**src/dctl_pkg.sv**
```systemverilog
// shared types, constants and helpers for the delta clock timer list
package dctl_pkg;

    // list geometry
    localparam int DEPTH   = 16;
    localparam int PTR_W   = $clog2(DEPTH);
    localparam int CNT_W   = $clog2(DEPTH + 1);
    localparam int DELTA_W = 16;
    localparam int TAG_W   = 8;
    localparam int OCC_W   = 5;
    localparam int KIND_W  = 2;

    typedef logic [PTR_W-1:0] ptr_t;
    typedef logic [CNT_W-1:0] cnt_t;

    // request codes
    localparam logic REQ_INSERT = 1'b0;
    localparam logic REQ_TICK   = 1'b1;

    // result kinds
    localparam logic [KIND_W-1:0] KIND_INSERTED   = 2'd0;
    localparam logic [KIND_W-1:0] KIND_FULL       = 2'd1;
    localparam logic [KIND_W-1:0] KIND_NO_EXPIRY  = 2'd2;
    localparam logic [KIND_W-1:0] KIND_EXPIRED    = 2'd3;

    // input item
    typedef struct packed {
        logic               req_type;
        logic [DELTA_W-1:0] delay;
        logic [TAG_W-1:0]   event_tag;
    } cmd_t;

    // result item
    typedef struct packed {
        logic [KIND_W-1:0] kind;
        logic [TAG_W-1:0]  expired_tag;
        logic [OCC_W-1:0]  occupancy;
        logic              last;
    } res_t;

    // one list entry as stored in memory
    typedef struct packed {
        logic [DELTA_W-1:0] delta;
        logic [TAG_W-1:0]   tag;
    } entry_t;

    // memory access request from the sequencer
    typedef struct packed {
        logic   we;
        ptr_t   waddr;
        entry_t wdata;
        ptr_t   raddr;
    } mem_req_t;

    // physical slot of a logical list position in the circular buffer
    function automatic ptr_t phys_addr(ptr_t base, ptr_t off);
        logic [PTR_W:0] sum;
        sum = {1'b0, base} + {1'b0, off};
        if (sum >= (PTR_W + 1)'(DEPTH))
        begin
            sum = sum - (PTR_W + 1)'(DEPTH);
        end
        return sum[PTR_W-1:0];
    endfunction

    // pending count shown on the occupancy field
    function automatic logic [OCC_W-1:0] occ_of(cnt_t c);
        return OCC_W'(c);
    endfunction

endpackage

```
**src/delta_clock_timer_list_top.sv**
```systemverilog
// Delta clock timer list: insert walks/shifts a circular list in one entry ram; tick pops expiries.
// Each result passes through one output register after the sequencer's strobe.
//   insert: walk, shift, place before an entry; walk, place if appended; full rejected from idle.
// Tick: empty answered from idle, nonzero head counted down, k expiries popped at one per cycle.
// One item at a time: busy falls as the last result shows, and the next item may go in then.
// Reset clears the list to empty at once; the entry ram needs no clearing pass.
module delta_clock_timer_list_top
    import dctl_pkg::*;
(
    input  logic clk,
    input  logic rst_n,
    input  logic start,
    input  cmd_t cmd,
    output logic busy,
    output logic res_valid,
    output res_t res
);

    mem_req_t mem_req;
    entry_t   rd_data;
    logic     res_strobe;
    res_t     res_data;
    logic     res_valid_reg;
    res_t     res_reg;

    // sequencer
    dctl_ctrl u_ctrl (
        .clk        (clk),
        .rst_n      (rst_n),
        .start      (start),
        .cmd        (cmd),
        .busy       (busy),
        .mem_req    (mem_req),
        .rd_data    (rd_data),
        .res_strobe (res_strobe),
        .res_data   (res_data)
    );

    // entry ram: delta and tag per slot
    dctl_ram #(
        .WIDTH ($bits(entry_t)),
        .DEPTH (DEPTH)
    ) u_entry_ram (
        .clk   (clk),
        .we    (mem_req.we),
        .waddr (mem_req.waddr),
        .wdata (mem_req.wdata),
        .raddr (mem_req.raddr),
        .rdata (rd_data)
    );

    // result strobe register
    always_ff @(posedge clk or negedge rst_n)
    begin
        if (!rst_n)
        begin
            res_valid_reg <= 1'b0;
        end
        else
        begin
            res_valid_reg <= res_strobe;
        end
    end

    // result payload register
    always_ff @(posedge clk)
    begin
        if (res_strobe)
        begin
            res_reg <= res_data;
        end
    end

    assign res_valid = res_valid_reg;
    assign res       = res_reg;

endmodule

```
**src/dctl_ram.sv**
```systemverilog
// generic simple dual port ram with registered read
module dctl_ram #(
    parameter int WIDTH = 8,
    parameter int DEPTH = 16
) (
    input  logic                     clk,
    input  logic                     we,
    input  logic [$clog2(DEPTH)-1:0] waddr,
    input  logic [WIDTH-1:0]         wdata,
    input  logic [$clog2(DEPTH)-1:0] raddr,
    output logic [WIDTH-1:0]         rdata
);

    logic [WIDTH-1:0] mem_reg [DEPTH];
    logic [WIDTH-1:0] rdata_reg;

    // write port
    always_ff @(posedge clk)
    begin
        if (we)
        begin
            mem_reg[waddr] <= wdata;
        end
    end

    // registered read port
    always_ff @(posedge clk)
    begin
        rdata_reg <= mem_reg[raddr];
    end

    assign rdata = rdata_reg;

endmodule

```
**src/dctl_ctrl.sv**
```systemverilog
// sequencer: walks, shifts and pops the timer list held in the entry ram
module dctl_ctrl
    import dctl_pkg::*;
(
    input  logic     clk,
    input  logic     rst_n,
    input  logic     start,
    input  cmd_t     cmd,
    output logic     busy,
    output mem_req_t mem_req,
    input  entry_t   rd_data,
    output logic     res_strobe,
    output res_t     res_data
);

    localparam logic [2:0] ST_IDLE   = 3'd0;
    localparam logic [2:0] ST_WALK   = 3'd1;
    localparam logic [2:0] ST_SHIFT  = 3'd2;
    localparam logic [2:0] ST_PLACE  = 3'd3;
    localparam logic [2:0] ST_TICK   = 3'd4;
    localparam logic [2:0] ST_EXPIRE = 3'd5;
    localparam logic [2:0] ST_FLUSH  = 3'd6;

    logic [2:0]         state_reg, state_next;
    ptr_t               head_reg, head_next;
    cnt_t               count_reg, count_next;
    ptr_t               pos_reg, pos_next;
    ptr_t               j_reg, j_next;
    logic [DELTA_W-1:0] rem_reg, rem_next;
    logic [TAG_W-1:0]   tag_reg, tag_next;

    logic               walk_more;
    logic               walk_go_on;
    ptr_t               last_ptr;
    ptr_t               rd_addr;

    // walk helpers
    assign walk_more  = rem_reg > rd_data.delta;
    assign walk_go_on = (CNT_W'(pos_reg) + CNT_W'(1)) < count_reg;
    assign last_ptr   = ptr_t'(count_reg - CNT_W'(1));

    // control registers
    always_ff @(posedge clk or negedge rst_n)
    begin
        if (!rst_n)
        begin
            state_reg <= ST_IDLE;
            head_reg  <= '0;
            count_reg <= '0;
        end
        else
        begin
            state_reg <= state_next;
            head_reg  <= head_next;
            count_reg <= count_next;
        end
    end

    // working registers
    always_ff @(posedge clk)
    begin
        pos_reg <= pos_next;
        j_reg   <= j_next;
        rem_reg <= rem_next;
        tag_reg <= tag_next;
    end

    // read address, issued in the cycle before its data is used
    always_comb
    begin
        rd_addr = head_reg;
        unique case (state_reg) inside
            ST_WALK:
            begin
                if (walk_more)
                begin
                    rd_addr = phys_addr(head_reg, pos_reg + ptr_t'(1));
                end
                else
                begin
                    rd_addr = phys_addr(head_reg, last_ptr);
                end
            end
            ST_SHIFT:  rd_addr = phys_addr(head_reg, j_reg - ptr_t'(2));
            ST_TICK,
            ST_EXPIRE: rd_addr = phys_addr(head_reg, ptr_t'(1));
            default:   rd_addr = head_reg;
        endcase
    end

    // next state, writes and results
    always_comb
    begin
        state_next    = state_reg;
        head_next     = head_reg;
        count_next    = count_reg;
        pos_next      = pos_reg;
        j_next        = j_reg;
        rem_next      = rem_reg;
        tag_next      = tag_reg;
        mem_req.we    = 1'b0;
        mem_req.waddr = head_reg;
        mem_req.wdata = rd_data;
        mem_req.raddr = rd_addr;
        res_strobe    = 1'b0;
        res_data      = '0;

        unique case (state_reg)
            ST_IDLE:
            begin
                if (start)
                begin
                    if (cmd.req_type == REQ_INSERT)
                    begin
                        if (count_reg == CNT_W'(DEPTH))
                        begin
                            res_strobe         = 1'b1;
                            res_data.kind      = KIND_FULL;
                            res_data.occupancy = occ_of(count_reg);
                            res_data.last      = 1'b1;
                        end
                        else
                        begin
                            rem_next = cmd.delay;
                            tag_next = cmd.event_tag;
                            pos_next = '0;
                            if (count_reg == '0)
                            begin
                                state_next = ST_PLACE;
                            end
                            else
                            begin
                                state_next = ST_WALK;
                            end
                        end
                    end
                    else if (count_reg == '0)
                    begin
                        res_strobe         = 1'b1;
                        res_data.kind      = KIND_NO_EXPIRY;
                        res_data.occupancy = '0;
                        res_data.last      = 1'b1;
                    end
                    else
                    begin
                        state_next = ST_TICK;
                    end
                end
            end

            // one entry compared per cycle
            ST_WALK:
            begin
                if (walk_more)
                begin
                    rem_next = rem_reg - rd_data.delta;
                    pos_next = pos_reg + ptr_t'(1);
                    if (!walk_go_on)
                    begin
                        state_next = ST_PLACE;
                    end
                end
                else
                begin
                    j_next     = ptr_t'(count_reg);
                    state_next = ST_SHIFT;
                end
            end

            // move entry j-1 into slot j, tail first
            ST_SHIFT:
            begin
                mem_req.we    = 1'b1;
                mem_req.waddr = phys_addr(head_reg, j_reg);
                mem_req.wdata = rd_data;
                if (j_reg == pos_reg + ptr_t'(1))
                begin
                    mem_req.wdata.delta = rd_data.delta - rem_reg;
                    state_next          = ST_PLACE;
                end
                else
                begin
                    j_next = j_reg - ptr_t'(1);
                end
            end

            // write the new timer into its slot
            ST_PLACE:
            begin
                mem_req.we          = 1'b1;
                mem_req.waddr       = phys_addr(head_reg, pos_reg);
                mem_req.wdata.delta = rem_reg;
                mem_req.wdata.tag   = tag_reg;
                count_next          = count_reg + CNT_W'(1);
                res_strobe          = 1'b1;
                res_data.kind       = KIND_INSERTED;
                res_data.occupancy  = occ_of(count_reg + CNT_W'(1));
                res_data.last       = 1'b1;
                state_next          = ST_IDLE;
            end

            // head examined: count down or start popping
            ST_TICK:
            begin
                if (rd_data.delta != '0)
                begin
                    mem_req.we          = 1'b1;
                    mem_req.waddr       = head_reg;
                    mem_req.wdata.delta = rd_data.delta - DELTA_W'(1);
                    res_strobe          = 1'b1;
                    res_data.kind       = KIND_NO_EXPIRY;
                    res_data.occupancy  = occ_of(count_reg);
                    res_data.last       = 1'b1;
                    state_next          = ST_IDLE;
                end
                else
                begin
                    tag_next   = rd_data.tag;
                    head_next  = phys_addr(head_reg, ptr_t'(1));
                    count_next = count_reg - CNT_W'(1);
                    if (count_reg > CNT_W'(1))
                    begin
                        state_next = ST_EXPIRE;
                    end
                    else
                    begin
                        state_next = ST_FLUSH;
                    end
                end
            end

            // report the popped tag once the next head shows whether it is last
            ST_EXPIRE:
            begin
                res_strobe           = 1'b1;
                res_data.kind        = KIND_EXPIRED;
                res_data.expired_tag = tag_reg;
                res_data.occupancy   = occ_of(count_reg);
                res_data.last        = (rd_data.delta != '0);
                if (rd_data.delta == '0)
                begin
                    tag_next   = rd_data.tag;
                    head_next  = phys_addr(head_reg, ptr_t'(1));
                    count_next = count_reg - CNT_W'(1);
                    if (count_reg <= CNT_W'(1))
                    begin
                        state_next = ST_FLUSH;
                    end
                end
                else
                begin
                    state_next = ST_IDLE;
                end
            end

            // list emptied: final expired item
            ST_FLUSH:
            begin
                res_strobe           = 1'b1;
                res_data.kind        = KIND_EXPIRED;
                res_data.expired_tag = tag_reg;
                res_data.occupancy   = occ_of(count_reg);
                res_data.last        = 1'b1;
                state_next           = ST_IDLE;
            end

            default:
            begin
                state_next = ST_IDLE;
            end
        endcase
    end

    assign busy = (state_reg != ST_IDLE);

`ifndef SYNTH
    a_count_bound: assert property (@(posedge clk) disable iff (!rst_n)
        count_reg <= CNT_W'(DEPTH))
        else $error("pending count above list depth");

    a_walk_quiet: assert property (@(posedge clk) disable iff (!rst_n)
        (state_reg == ST_WALK || state_reg == ST_SHIFT) |-> !res_strobe)
        else $error("result issued in the middle of an insert");

    a_shift_no_clash: assert property (@(posedge clk) disable iff (!rst_n)
        (state_reg == ST_SHIFT) |-> (mem_req.waddr != mem_req.raddr))
        else $error("shift writes the slot it is reading");

    a_insert_grows: assert property (@(posedge clk) disable iff (!rst_n)
        (res_strobe && res_data.kind == KIND_INSERTED)
            |=> count_reg == $past(count_reg) + CNT_W'(1))
        else $error("insert did not grow the list by one");

    a_empty_tick: assert property (@(posedge clk) disable iff (!rst_n)
        (!busy && start && cmd.req_type == REQ_TICK && count_reg == '0)
            |-> (res_strobe && res_data.last))
        else $error("tick on empty list gave no immediate item");
`endif

endmodule

```
**config.mk**
```make
export PLATFORM = sky130hd
export DESIGN_NAME = delta_clock_timer_list_top
export DESIGN_NICKNAME = d
export VERILOG_FILES = /design/src/dctl_pkg.sv /design/src/delta_clock_timer_list_top.sv /design/src/dctl_ram.sv /design/src/dctl_ctrl.sv
export SDC_FILE = /design/constraint.sdc
export NUM_CORES = 1
export LEC_CHECK = 0
export BUFFER_PORTS_ARGS = -buffer_cell sky130_fd_sc_hd__clkbuf_2
export CAP_MARGIN = 20
export CORE_MARGIN = 2
export CORE_UTILIZATION = 35
export CTS_BUF_LIST = sky130_fd_sc_hd__clkbuf_2
export DETAILED_ROUTE_END_ITERATION = 10
export SLEW_MARGIN = 20
export SYNTH_ARGS = -nofsm -noshare
export SYNTH_HDL_FRONTEND = slang
export SYNTH_SLANG_ARGS = --single-unit
```
**constraint.sdc**
```tcl
create_clock -name clk -period 5.5 [get_ports clk]
set_input_delay 0.55 -clock clk [delete_from_list [all_inputs] [get_ports clk]]
set_output_delay 0.55 -clock clk [all_outputs]
set_load 0.02 [all_outputs]
```
==> reports/summary.txt <==
Clock H-tree levels - 3
TritonRoute pass-1 iters - 6
vias in the first global route - 14.7k
RSZ-0062 raised after global routing - no
Die Y - 253 um
Seq cells post-synth - 469
final hold vios - 0
area occupied by multi-input gates - 0.00740 mm2
core box area - 0.0616 mm2
initial core utilization - 0.353
Root Buffer - clkbuf_2
global-route wire length before repair - 84900 um
WL per Instance - 19.9 um
Routed Antenna Nets - 0
Clk Latency, worst-skew pair - 1130 ps
predominant post-synthesis flop cell - edfxtp_1
CP required - 6450 ps
worst min-delay path category - in -> reg
Cells after Synth - 1759
Fillers - 5828
clk slew on worst S/H paths - 130 ps
Num CTS Buffers - 116
largest net degree at the start of global routing - 97
Setup-failing EPs final - 0
fin cells - 2830
gpl congestion - 0.890
Syn Std Cell Area - 0.0217 mm2
Sink Count - 469
CP endpoint kind - flip-flop
Slew Viols, Final - 0
max_slew headroom - 0.297
Die Area - 0.0641 mm2
post-synth cell types - 67
status - completed
Final period util - 0.939
I/O pin cnt - 46
crit path time final - 5160 ps
Placed Cells - 2581
Hold Path Cell Cnt - 3
Crit Path Class - reg -> reg
area grow syn2layout - 13.2%
initial antenna violation count - 3
Via-to-Cell Ratio - 5.24
die width - 253 um
Startpoint Class - flip-flop
Nets - 1975
Synth warnings - 0
layout cell share with drive strength beyond 1 - 0.165
setup tns final - 0 ps
# Max-Cap Violations - 0
All-Layer GR Usage - 0.172
total number of vias - 14.8k
Max Buffers Root-to-Sink - 3
syn avg cell area - 12.4 um2
setup bufs post-CTS - 0
WP data arrival - 6110 ps
ys async rst share - 0.0277
Max Clk Rate - 0.194 GHz
Worst R2R Path Depth - 21
Port Buffer Count - 45
Reg area - 0.0138 mm2
EDFF count, synth - 432
syn nets - 1841
TritonCTS clock tree - built
register area share after synthesis - 0.634
Layout Skew - 100 ps
Post-Route WL - 56200 um
GR Overflow Total - 0
CP Max Fanout - 81
max FFs per register - 384
initial DRC count - 1304
cell row count - 91
placed wire-length estimate - 32200 um
DRC Markers - 0
Worst Max-Slew Pin Slew - 1050 ps
worst paths after layout:
| path | to | startpoint | slack (ps) |
|---|---|---|---|
| setup / recovery | u_entry_ram.rdata[19] | u_ctrl.rem_reg[0] | 340 |
| hold / removal | u_ctrl.tag_reg[7] | cmd[7] | 270 |
| setup reg to reg | u_entry_ram.rdata[19] | u_ctrl.rem_reg[0] | 340 |
| hold reg to reg | res[8] | u_ctrl.tag_reg[2] | 560 |
| max in group asynchronous | u_ctrl.head_reg[0] | rst_n | 4530 |
| min in group asynchronous | u_ctrl.head_reg[1] | rst_n | 510 |
synth_stat cells, types with 9 or more instances:
| library cell | instances | area share |
|---|---|---|
| a31oi_1 | 53 | 0.015 |
| clkbuf_1 | 62 | 0.011 |
| edfxtp_1 | 432 | 0.60 |
| ha_1 | 50 | 0.029 |
| a21o_1 | 18 | 0.0062 |
| inv_1 | 54 | 0.0093 |
| mux2_2 | 10 | 0.0052 |
| nand2_1 | 235 | 0.041 |
| o21ai_0 | 61 | 0.014 |
| nand3_1 | 20 | 0.0046 |
| xor2_1 | 19 | 0.0077 |
| dfrtp_1 | 13 | 0.015 |
| nand4_1 | 12 | 0.0035 |
| a211oi_1 | 123 | 0.042 |
| a21oi_1 | 93 | 0.021 |
| and2_1 | 99 | 0.029 |
| nor2_1 | 74 | 0.013 |
| a311oi_1 | 24 | 0.0097 |
| buf_2 | 35 | 0.0081 |
| xnor2_1 | 36 | 0.015 |
| and3_1 | 11 | 0.0032 |
| o211ai_1 | 9 | 0.0031 |
| dfxtp_1 | 24 | 0.022 |
| mux2i_1 | 53 | 0.024 |
| nand2b_1 | 11 | 0.0032 |
| nor3_1 | 13 | 0.0030 |
repair_timing:
| action | 4_1_cts | 5_1_grt |
|---|---|---|
| gates resized for setup | 0 | 4 |
| hold buffers | 29 | 0 |
| endpoints found under the hold margin | 44 | 0 |
| setup endpoints to repair | 0 | 3 |
worst max-delay path, cell delays in order (launching register included):
cell and delay [ps]:
edfxtp_1 380, inv_1 70, ha_1 200, fa_1 450, nor2b_4 140, o31a_1 200
o2111ai_2 160, a211oi_2 330, o21ai_4 150, mux2i_1 150, nand2_1 80, o21ai_0 100
ha_1 350, a22o_1 320, a221oi_4 310, buf_12 260, buf_12 330, and2_1 190
a211oi_1 40, a311oi_1 250, a21oi_1 70, mux2i_1 380
final cells by class:
class,instances,share of cell area
diodes,1,0.000102
clock buffers,174,0.0354
clock inverters,43,0.00966
inverters,54,0.00824
multi-input cells,1124,0.301
flip-flops and latches,469,0.560
well taps,837,0.0426
repair buffers,128,0.0435
per-layer routing:
layer / vias to the layer above / wire, um / GRT usage
li1: 6969 / - / -
met4: 0 / 1410 / 0.0648
met2: 485 / 27100 / 0.283
met1: 7269 / 24200 / 0.227
met3: 108 / 3460 / 0.0316
met5: - / 0 / 0
cell usage in the layout, fill, tap and decap left out, types with 32 or more instances in the layout:
cell type | Yosys | layout
xnor2_1 | 36 | 36
a31oi_1 | 53 | 53
o21ai_0 | 61 | 61
nor2_1 | 74 | 57
mux2i_1 | 53 | 51
and2_1 | 99 | 99
nand2_1 | 235 | 235
edfxtp_1 | 432 | 432
a21oi_1 | 93 | 93
ha_1 | 50 | 50
inv_1 | 54 | 54
clkbuf_2 | 1 | 219
a211oi_1 | 123 | 123
buf_4 | 7 | 42
clkinv_1 | 0 | 32
logic make-up after synthesis:
logic type	synth area share
buffers and inverters	0.0340
AOI/OAI and AO/OA	0.140
xor gates and xnor gates	0.0222
muxes	0.0296
DFF	0.634
and+or+nand+nor	0.108
adders and majority gates	0.0325
through the flow:
| step | hold slack (ps) | utilization | setup WS [ps] | instance area [um2] |
|---|---|---|---|---|
| floorplan | 254 | - | 1180 | 21700 |
| global placement | 472 | 0.376 | 252 | 23200 |
| detailed placement | 471 | 0.376 | 235 | 23200 |
| CTS | 140 | 0.399 | 239 | 24600 |
| global route | 189 | 0.399 | 44.2 | 24600 |
| finish | 273 | 0.399 | 338 | 24600 |
Power is left out: the tool's default activity adds up to more than one toggle a clock period on the data nets, which glitch-free logic cannot reach.
